File: src/rtl/lpd_pkg.sv
// ----------------------------------------------------------------------------
// lpd_pkg
// Types and constants shared by the length-prefix deframer modules.
// ----------------------------------------------------------------------------
package lpd_pkg;

   localparam int unsigned LEN_WIDTH   = 32;
   localparam int unsigned BYTE_WIDTH  = 8;
   localparam int unsigned SHIFT_WIDTH = 24;

   // reset value of the maximum body length register
   localparam logic [LEN_WIDTH-1:0] MAX_BODY_RESET = 32'd65536;

   // header bytes gathered before the final length byte arrives
   localparam logic [1:0] HDR_LAST_INDEX = 2'd3;

   // result kind codes
   localparam logic KIND_BODY  = 1'b0;
   localparam logic KIND_ERROR = 1'b1;

   typedef enum logic [1:0] {
      PH_HEADER  = 2'd0,
      PH_BODY    = 2'd1,
      PH_DISCARD = 2'd2
   } phase_type;

   typedef struct packed {
      logic                  kind;
      logic [BYTE_WIDTH-1:0] body_byte;
      logic                  frame_last;
      logic [LEN_WIDTH-1:0]  bad_length;
   } result_type;

   typedef struct packed {
      logic       valid;
      result_type result;
   } step_type;

endpackage

File: src/rtl/lpd_req_if.sv
// ----------------------------------------------------------------------------
// lpd_req_if
// Byte stream channel: one received byte and its chunk end flag per item.
// ----------------------------------------------------------------------------
interface lpd_req_if;
   logic       valid;
   logic       ready;
   logic [7:0] data_byte;
   logic       chunk_end;

   modport source (output valid, output data_byte, output chunk_end, input ready);
   modport sink   (input valid, input data_byte, input chunk_end, output ready);
endinterface

File: src/rtl/lpd_rsp_if.sv
// ----------------------------------------------------------------------------
// lpd_rsp_if
// Result channel: body bytes with frame end marker, or length errors.
// ----------------------------------------------------------------------------
interface lpd_rsp_if;
   logic        valid;
   logic        ready;
   logic        kind;
   logic [7:0]  body_byte;
   logic        frame_last;
   logic [31:0] bad_length;

   modport source (output valid, output kind, output body_byte, output frame_last,
                   output bad_length, input ready);
   modport sink   (input valid, input kind, input body_byte, input frame_last,
                   input bad_length, output ready);
endinterface

File: src/rtl/lpd_parser.sv
// ----------------------------------------------------------------------------
// lpd_parser
// Frame state machine: header assembly, body countdown, discard to chunk end.
// ----------------------------------------------------------------------------
module lpd_parser (
   input  logic                                  clock,
   input  logic                                  reset,
   input  logic                                  accept,
   input  logic [lpd_pkg::BYTE_WIDTH-1:0]        data_byte,
   input  logic                                  chunk_end,
   input  logic [lpd_pkg::LEN_WIDTH-1:0]         max_body_length,
   output lpd_pkg::step_type                     step
);

   lpd_pkg::phase_type                   phase_ff, phase_in;
   logic [1:0]                           hdr_count_ff, hdr_count_in;
   logic [lpd_pkg::SHIFT_WIDTH-1:0]      hdr_shift_ff, hdr_shift_in;
   logic [lpd_pkg::LEN_WIDTH-1:0]        remaining_ff, remaining_in;
   logic [lpd_pkg::LEN_WIDTH-1:0]        length;

   always_ff @(posedge clock) begin
      if (reset) begin
         phase_ff     <= lpd_pkg::PH_HEADER;
         hdr_count_ff <= 2'd0;
         hdr_shift_ff <= '0;
         remaining_ff <= '0;
      end else begin
         phase_ff     <= phase_in;
         hdr_count_ff <= hdr_count_in;
         hdr_shift_ff <= hdr_shift_in;
         remaining_ff <= remaining_in;
      end
   end

   assign length = {hdr_shift_ff, data_byte};

   always_comb begin
      phase_in     = phase_ff;
      hdr_count_in = hdr_count_ff;
      hdr_shift_in = hdr_shift_ff;
      remaining_in = remaining_ff;
      step         = '0;
      if (accept) begin
         case (phase_ff)
            lpd_pkg::PH_DISCARD: begin
               // drop bytes until the chunk closes
               if (chunk_end) begin
                  phase_in     = lpd_pkg::PH_HEADER;
                  hdr_count_in = 2'd0;
                  hdr_shift_in = '0;
               end
            end
            lpd_pkg::PH_BODY: begin
               remaining_in                = remaining_ff -
                                             {{(lpd_pkg::LEN_WIDTH-1){1'b0}}, 1'b1};
               step.valid                  = 1'b1;
               step.result.kind            = lpd_pkg::KIND_BODY;
               step.result.body_byte       = data_byte;
               if (remaining_ff == {{(lpd_pkg::LEN_WIDTH-1){1'b0}}, 1'b1}) begin
                  step.result.frame_last = 1'b1;
                  phase_in               = lpd_pkg::PH_HEADER;
                  hdr_count_in           = 2'd0;
                  hdr_shift_in           = '0;
               end
            end
            default: begin
               if (hdr_count_ff != lpd_pkg::HDR_LAST_INDEX) begin
                  hdr_shift_in = {hdr_shift_ff[lpd_pkg::SHIFT_WIDTH-lpd_pkg::BYTE_WIDTH-1:0],
                                  data_byte};
                  hdr_count_in = hdr_count_ff + 2'd1;
                  phase_in     = lpd_pkg::PH_HEADER;
               end else begin
                  hdr_count_in = 2'd0;
                  hdr_shift_in = '0;
                  phase_in     = lpd_pkg::PH_HEADER;
                  if ((length == '0) || (length > max_body_length)) begin
                     step.valid             = 1'b1;
                     step.result.kind       = lpd_pkg::KIND_ERROR;
                     step.result.bad_length = length;
                     if (!chunk_end) begin
                        phase_in = lpd_pkg::PH_DISCARD;
                     end
                  end else begin
                     remaining_in = length;
                     phase_in     = lpd_pkg::PH_BODY;
                  end
               end
            end
         endcase
      end
   end

endmodule

File: src/rtl/length_prefix_deframer_core.sv
// ----------------------------------------------------------------------------
// length_prefix_deframer_core
// Splits a byte stream into frames with 4-byte big-endian length headers.
// ----------------------------------------------------------------------------
// Output: a result is registered and appears on rsp in the cycle after its byte is accepted.
// Throughput: one byte per cycle; the parser state and the result register
//   both update in the cycle of acceptance, so req is ready whenever the
//   result register is empty or being drained.
// Reset: synchronous, active high; the parser returns to the header phase,
//   the result register empties and max_body_length returns to 65536.
// ----------------------------------------------------------------------------
module length_prefix_deframer_core (
   input  logic         clock,
   input  logic         reset,
   lpd_req_if.sink      req,
   lpd_rsp_if.source    rsp,
   input  logic         csr_write_enable,
   input  logic [31:0]  csr_write_data
);

   logic [lpd_pkg::LEN_WIDTH-1:0] max_len_ff;
   logic                          rsp_valid_ff, rsp_valid_in;
   lpd_pkg::result_type           rsp_data_ff, rsp_data_in;
   lpd_pkg::step_type             step;
   logic                          accept;

   // Configuration register: load on every write; the parser compares
   // against it only when a header completes.
   always_ff @(posedge clock) begin
      if (reset) begin
         max_len_ff <= lpd_pkg::MAX_BODY_RESET;
      end else if (csr_write_enable) begin
         max_len_ff <= csr_write_data;
      end
   end

   // Take a new byte whenever the result slot is free or drains this cycle.
   assign req.ready = !rsp_valid_ff || rsp.ready;
   assign accept    = req.valid && req.ready;

   lpd_parser u_parser (
      .clock           (clock),
      .reset           (reset),
      .accept          (accept),
      .data_byte       (req.data_byte),
      .chunk_end       (req.chunk_end),
      .max_body_length (max_len_ff),
      .step            (step)
   );

   // Result register: load on a producing byte, clear once taken.
   always_comb begin
      rsp_valid_in = rsp_valid_ff;
      rsp_data_in  = rsp_data_ff;
      if (rsp_valid_ff && rsp.ready) begin
         rsp_valid_in = 1'b0;
      end
      if (step.valid) begin
         rsp_valid_in = 1'b1;
         rsp_data_in  = step.result;
      end
   end

   always_ff @(posedge clock) begin
      if (reset) begin
         rsp_valid_ff <= 1'b0;
      end else begin
         rsp_valid_ff <= rsp_valid_in;
      end
   end

   // payload needs no reset
   always_ff @(posedge clock) begin
      rsp_data_ff <= rsp_data_in;
   end

   assign rsp.valid      = rsp_valid_ff;
   assign rsp.kind       = rsp_data_ff.kind;
   assign rsp.body_byte  = rsp_data_ff.body_byte;
   assign rsp.frame_last = rsp_data_ff.frame_last;
   assign rsp.bad_length = rsp_data_ff.bad_length;

endmodule

File: src/flat_wrapper.sv
// flat-port wrapper written by rule: the top's interface ports become plain ports
module length_prefix_deframer_core_flat 
  (clock, reset, csr_write_enable, csr_write_data, req_valid, req_data_byte, req_chunk_end, req_ready, rsp_valid, rsp_kind, rsp_body_byte, rsp_frame_last, rsp_bad_length, rsp_ready);
  lpd_req_if req_i ();
  lpd_rsp_if rsp_i ();
  input  logic clock;
  input  logic reset;
  input  logic csr_write_enable;
  input  logic [31:0] csr_write_data;
  input wire logic [$bits(req_i.valid)-1:0] req_valid;
  input wire logic [$bits(req_i.data_byte)-1:0] req_data_byte;
  input wire logic [$bits(req_i.chunk_end)-1:0] req_chunk_end;
  output wire logic [$bits(req_i.ready)-1:0] req_ready;
  output wire logic [$bits(rsp_i.valid)-1:0] rsp_valid;
  output wire logic [$bits(rsp_i.kind)-1:0] rsp_kind;
  output wire logic [$bits(rsp_i.body_byte)-1:0] rsp_body_byte;
  output wire logic [$bits(rsp_i.frame_last)-1:0] rsp_frame_last;
  output wire logic [$bits(rsp_i.bad_length)-1:0] rsp_bad_length;
  input wire logic [$bits(rsp_i.ready)-1:0] rsp_ready;
  assign req_i.valid = req_valid;
  assign req_i.data_byte = req_data_byte;
  assign req_i.chunk_end = req_chunk_end;
  assign req_ready = req_i.ready;
  assign rsp_valid = rsp_i.valid;
  assign rsp_kind = rsp_i.kind;
  assign rsp_body_byte = rsp_i.body_byte;
  assign rsp_frame_last = rsp_i.frame_last;
  assign rsp_bad_length = rsp_i.bad_length;
  assign rsp_i.ready = rsp_ready;
  length_prefix_deframer_core u_core (.clock(clock), .reset(reset), .req(req_i), .rsp(rsp_i), .csr_write_enable(csr_write_enable), .csr_write_data(csr_write_data));
endmodule
File: config.mk
export PLATFORM = sky130hd
export DESIGN_NAME = length_prefix_deframer_core_flat
export DESIGN_NICKNAME = d
export VERILOG_FILES = /design/src/rtl/lpd_pkg.sv /design/src/rtl/lpd_req_if.sv /design/src/rtl/lpd_rsp_if.sv /design/src/rtl/lpd_parser.sv /design/src/rtl/length_prefix_deframer_core.sv /design/src/flat_wrapper.sv
export SDC_FILE = /design/constraint.sdc
export NUM_CORES = 1
export LEC_CHECK = 0
export BUFFER_PORTS_ARGS = -buffer_cell sky130_fd_sc_hd__buf_2
export CAP_MARGIN = 20
export CORE_ASPECT_RATIO = 2
export CORE_MARGIN = 2
export CORE_UTILIZATION = 53
export DETAILED_ROUTE_END_ITERATION = 10
export PLACE_DENSITY = 0.82
export SKIP_CTS_REPAIR_TIMING = 1
export SLEW_MARGIN = 15
export SYNTH_ARGS = -nofsm -noshare
export SYNTH_HDL_FRONTEND = slang
export SYNTH_HIERARCHICAL = 1
export SYNTH_SLANG_ARGS = --single-unit
File: constraint.sdc
create_clock -name clock -period 3.94 [get_ports clock]
set_input_delay 0 -clock clock [delete_from_list [all_inputs] [get_ports clock]]
set_output_delay 0 -clock clock [all_outputs]
set_load 0.01 [all_outputs]
# --- Word level (Yosys, flattened, before mapping) ---
# Index checks and enable logic that the tools add are counted.
word_totals:
  reg_bits: 135
  latchBits: 0
  ram_bits: 0
  rom_bits: 0
  inputBits: 46
  output_inout_bits: 44
  word_cells: 62
  mem_count: 0
classes:
  add_sub_neg: 2
  mul: 0
  div_mod_pow: 0
  order_cmp: 1
  n_eq_ne: 8
  shift: 0
  muxes: 26
  n_bitwise: 3
  reduce_logical: 12
op_table:
  columns: ["cell", "n"]
  rows:
  - ["$mux W32", 5]
  - ["$mux W24", 3]
  - ["$pmux W32 S2", 1]
  - ["$pmux W24 S2", 1]
  - ["$mux W43", 1]
  - ["$eq A32 B1 Y1 const B", 1]
  - ["$gt A32 B32 Y1", 1]
  - ["$logic_not A32 Y1", 1]
  - ["$sub A32 B1 Y32 const B", 1]
  - ["$mux W2", 8]
  - ["$pmux W2 S2", 3]
  - ["$mux W9", 1]
  - ["$ne A2 B2 Y1 const B", 3]
  - ["$reduce_or A5 Y1", 1]
  - ["$ne A2 B1 Y1 const B", 2]
  - ["$reduce_and A4 Y1", 1]
  - ["$mux W1", 3]
  - ["$not A1 Y1", 3]
  - ["$reduce_and A3 Y1", 1]
  - ["$add A2 B1 Y2 const B", 1]
  - ["$eq A2 B1 Y1 const B", 1]
  - ["$eq A2 B2 Y1 const B", 1]
  - ["$logic_and A1 B1 Y1", 2]
  - ["$logic_or A1 B1 Y1", 2]
  - ["4 further kinds", 4]

# --- Logic depth before layout (Yosys ltp) ---
depth:
  depth_word: 7
  ltp_mapped: 12

# --- Modules after synthesis ---
# The synthesis kept the hierarchy.
modules_own_cells:
  columns: ["module", "n_inst", "cells_per_inst", "area_per_inst_um2", "seq_area_each_um2"]
  rows:
  - ["lpd_parser", 1, 624, 4714.5, 1201.2]
  - ["length_prefix_deframer_core", 1, 151, 2473.6, 1921.8]

# --- Least setup slack after synthesis ---
# No wires, ideal clock.
synth_path:
  path_kind: "flip-flop to flip-flop"
  from: "reg u_core.u_parser.phase_ff[1]"
  to: "reg u_core.rsp_data_ff, in the netlist u_core/rsp.bad_length[0], enable pin"
  setup_ps: 452
  t_arrival_ps: 3342
  t_required_ps: 3488
  slack_ps: 146
  stages_incl_launch_ff: 8
  path_buffers: 3
  synth_period_minus_slack_ps: 3794
  path_cell_list: "dfxtp_1 > inv_1 > ha_1 > clkbuf_8 > clkbuf_1 > clkbuf_1 > nand2_1 > o21bai_1"
synth_lines:
  columns: ["item", "line", "source"]
  rows:
  - ["from (decl)", "lpd_parser.sv:15", "lpd_pkg::phase_type phase_ff, phase_in;"]
  - ["from (signal assigned)", "lpd_parser.sv:23", "phase_ff <= lpd_pkg::PH_HEADER;"]
  - ["from (signal assigned)", "lpd_parser.sv:28", "phase_ff <= phase_in;"]
  - ["to (signal assigned)", "length_prefix_deframer_core.sv:74", "rsp_data_ff <= rsp_data_in;"]
  - ["to (decl)", "length_prefix_deframer_core.sv:23", "lpd_pkg::result_type rsp_data_ff, rsp_data_in;"]

# --- Final worst setup path ---
layout_path:
  from: "reg u_core/u_parser/hdr_shift_ff[23] (netlist bit)"
  to: "reg u_core/u_parser/remaining_ff[28] (netlist bit)"
layout_via:
  elab_chain_cells: 4
  word_cells_on_any_way: 5
layout_lines:
  columns: ["item", "line", "source"]
  rows:
  - ["from (decl)", "lpd_parser.sv:17", "logic [lpd_pkg::SHIFT_WIDTH-1:0] hdr_shift_ff, hdr_shift_in;"]
  - ["from (signal assigned)", "lpd_parser.sv:30", "hdr_shift_ff <= hdr_shift_in;"]
  - ["$gt A32 B32 Y1 / $logic_not A32 Y1 (equally long branches)", "lpd_parser.sv:76", "if ((length == '0) || (length > max_body_length)) begin"]
  - ["$logic_or A1 B1 Y1 (*)", "lpd_parser.sv:76", null]
  - ["$ne A2 B1 Y1 (no line) (*)", null, null]
  - ["$reduce_and A4 Y1 (no line) (*)", null, null]
  - ["to (signal assigned)", "lpd_parser.sv:31", "remaining_ff <= remaining_in;"]
  - ["to (decl)", "lpd_parser.sv:18", "logic [lpd_pkg::LEN_WIDTH-1:0] remaining_ff, remaining_in;"]
# Mark *: on every way between the ends. The rest lies on a longest branch, timed or not.
# A chain may end at the register's enable or synchronous reset.

==> summary.md <==
| Metric | Value |
|---|---|
| Congestion Overflow GR | `0` |
| Die Area | `around 15000 um^2` |
| Clk_lat worst skew | `around 0.42 ns` |
| Final Cycle Share | `a little under nine tenths` |
| Total number of H-tree levels | `4` |
| Fin. max-slew vios | `0` |
| MaxCap Viol Count | `0` |
| Initial antenna violation count | `1` |
| Via density | `~6.5` |
| Synth Register Bits | `approximately 140` |
| Worst setup EP type | `flop` |
| Asr flop ratio synth | `0%` |
| DP Worst Slack | `between 0.7 and 0.8 ns` |
| Synth Area in XOR/XNOR | `0%` |
| Vias in the first global route | `between 6000 and 7000` |
| DP HPWL | `about 14000 um` |
| CTS Buf Count | `17` |
| Setup violations, final | `0` |
| Arr. time, crit path | `~3.6 ns` |
| Syn avg cell area | `around 9.3 um^2` |
| Layout Skew | `0.00948 ns` |
| Initial core utilization | `around 54%` |
| Diodes inserted | `0` |
| Clock root cell | `clkbuf_16` |
| DR vias | `between 6000 and 7000` |
| Clock sinks | `135` |
| Synth-to-Final Area Change | `20.6%` |
| Leak | `between 3 and 4 nW` |
| # rows | `60` |
| Worst Hold Class | `input pin to flop` |
| Core footprint | `roughly 13000 um^2` |
| Distinct cell type count after synthesis | `70` |
| Status | `finished clean` |
| Fraction of layout cells with a size suffix above 1 | `19.2%` |
| CP Class | `flop to flop` |
| Crit path time final | `roughly 3.4 ns` |
| Final hold violation count | `0` |
| Adder-cell area share of the yosys netlist | `6.44%` |
| Post-Route WL | `22600 um` |
| Worst-path fanout max | `11` |
| Critical path required time | `approximately 4.2 ns` |
| Sequential share of the synthesized area | `43.4%` |
| IO buf count | `89` |
| Fin nets | `between 900 and 1000` |
| Largest net degree at the start of global routing | `52` |
| Io pins | `90` |
| Number of synthesized flops with an enable pin | `42` |
| Cells after synthesis | `~780` |
| First-pass GRT wire length | `roughly 34000 um` |
| Fmax | `~300 MHz` |
| Die Y | `roughly 170 um` |
| Drt first pass iters | `8` |
| Clock buffer depth | `2` |
| Gr usage total | `a little under a third` |
| Worst setup SP type | `flop` |
| Mapped Area | `7190 um^2` |
| Worst-path clk slew | `around 0.060 ns` |
| Number of routed nets with antenna violations | `0` |
| Mux contribution to synthesized area | `4.73%` |
| # DRC | `0` |
| VDD IR max | `approximately 0.35 mV` |
| Unrepaired setup endpoints after global routing | `no` |
| Post-Synth Simple-Gate Area | `around a fifth` |
| Routability cong. | `between 1 and 1.5` |
| CTS tree | `built` |
| Die width | `86.4 um` |
| Setup TNS Final | `0 ns` |
| Final worst setup slack | `0.567 ns` |
| DR iter-0 viols | `approximately 960` |
| Largest family of logic cells by synthesized area | `simple AND/OR/NAND/NOR gates` |
| Actual slew at the worst max-slew pin | `1.06 ns` |
| Top FF cell, synth | `dfxtp_1` |
| Number of synthesis warnings | `6` |
| Routed wire per std cell | `roughly 21 um` |
| Compound-gate portion of the synthesized area | `17.5%` |
| Post-DP Area | `~7700 um^2` |
| Post-layout instance area | `about 8700 um^2` |
| Syn nets | `between 800 and 900` |
| PD cells | `397 nW/um^2` |
| Max_slew headroom | `29.6%` |
sequential cells by signal, indices dropped and copies added, names as in the netlist:
signal and cells:
u_core/rsp.valid 1, u_core/u_parser/remaining_ff 32, u_core/rsp.bad_length 32, u_core/rsp.body_byte 8
u_core/rsp.kind 1, u_core/max_len_ff 32, u_core/u_parser/hdr_count_ff 2, u_core/u_parser/hdr_shift_ff 24
u_core/rsp.frame_last 1, u_core/u_parser/phase_ff 2
layout by cell type, fill, tap and decap left out, types with 5 or more instances in the layout:
cell type / count
dfxtp_1: 93
nand2_1: 93
buf_2: 89
a21oi_1: 74
inv_1: 49
nor2_1: 45
dlygate4sd3_1: 42
edfxtp_1: 42
ha_1: 36
mux2i_1: 34
nand3_1: 34
and2_1: 31
o21ai_0: 21
clkbuf_16: 17
buf_4: 16
nor3_1: 16
o32ai_1: 16
nor4_1: 13
nand4_1: 11
or3_1: 11
and3_1: 8
a221oi_1: 7
inv_6: 5
o21a_1: 5
o31ai_1: 5
a32o_1: 5
layer usage:
metal / global-route usage (%) / wire length, um / share of wire [%] / vias to the layer above
met5: 0 / 0 / 0 / -
met2: 49.9 / 11400 / 51 / 467
met4: 21.7 / 1970 / 8.7 / 0
met1: 33.4 / 7370 / 33 / 3174
li1: - / - / - / 3051
met3: 6.58 / 1790 / 7.9 / 157
worst paths after layout:
| path | cells past startpoint | end | startpoint | slack [ns] |
|---|---|---|---|---|
| max | 8 | u_core/u_parser/remaining_ff[28]$_SDFFE_PP0P_ | u_core/u_parser/hdr_shift_ff[23]$_SDFFE_PP0P_ | 0.57 |
| min | 3 | u_core/u_parser/hdr_shift_ff[3]$_SDFFE_PP0P_ | req_data_byte[3] | 0.01 |
| max reg2reg | 8 | u_core/u_parser/remaining_ff[28]$_SDFFE_PP0P_ | u_core/u_parser/hdr_shift_ff[23]$_SDFFE_PP0P_ | 0.57 |
| min reg2reg | 2 | u_core/u_parser/remaining_ff[13]$_SDFFE_PP0P_ | u_core/u_parser/remaining_ff[13]$_SDFFE_PP0P_ | 0.46 |
report_power, final:
part           total, W  switching (W)  internal [W]  leakage, nW
Sequential      0.00149      0.0000340       0.00146         1.05
Clock           0.00157       0.000680      0.000893        0.280
Combinational  0.000378       0.000229      0.000149         2.07
synth_stat cells (5+ instances only):
| cell type | n | area share [%] |
|---|---|---|
| o21a_1 | 5 | 0.52 |
| o31ai_1 | 5 | 0.52 |
| buf_6 | 6 | 0.94 |
| nor3_1 | 17 | 1.2 |
| inv_1 | 49 | 2.6 |
| buf_2 | 9 | 0.63 |
| o32ai_1 | 16 | 1.9 |
| dfxtp_1 | 93 | 26 |
| nor4_1 | 13 | 1.1 |
| and3_1 | 8 | 0.70 |
| mux2i_1 | 34 | 4.7 |
| nand4_1 | 11 | 0.96 |
| edfxtp_1 | 42 | 18 |
| ha_1 | 37 | 6.4 |
| clkbuf_1 | 26 | 1.4 |
| nand2_1 | 93 | 4.9 |
| nor2_1 | 45 | 2.3 |
| and2_1 | 31 | 2.7 |
| a21oi_1 | 74 | 5.2 |
| buf_1 | 5 | 0.26 |
| or3_1 | 11 | 0.96 |
| a221oi_1 | 7 | 0.85 |
| a32o_1 | 5 | 0.70 |
| nand3_1 | 34 | 2.4 |
| o21ai_0 | 21 | 1.5 |
kinds of logic after synthesis:
kind of cell	after synthesis
adder cells (fa/ha/maj)	37
multiplexers	34
flip-flops	135
AO/OA/AOI/OAI	178
buffers and inverters	100
AND/OR/NAND/NOR	291
worst max-delay path: stages, from the launching register on:
cell	delay [ns]
dfxtp_1	0.40
ha_1	0.37
nand4_1	0.23
or3_4	0.42
nor4_4	0.39
o211a_4	0.30
a21oi_2	0.09
a21oi_1	0.85
a22oi_1	0.15
through the flow:
step	power (W)	hold slack, ns	std cells	util, %
6_report	0.00344	0.0126	1059	64.9
5_1_grt	0.00354	0.00580	1059	64.9
4_1_cts	0.00340	-0.219	1017	61.7
3_5_place_dp	0.00184	0.219	985	57.4
3_3_place_gp	0.00183	0.208	985	57.4
2_1_floorplan	0.00174	0.122	775	-
area by class of cell:
cell class | count | area, um^2
flip-flops and latches | 135 | 3120
fillers | 1037 | 4700
multi-input cells | 540 | 3590
clock buffers | 17 | 425
inverters | 50 | 188
well taps | 155 | 194
clock inverters | 15 | 158
repair buffers | 147 | 986
No activity file was read; power rests on OpenSTA's default activity.
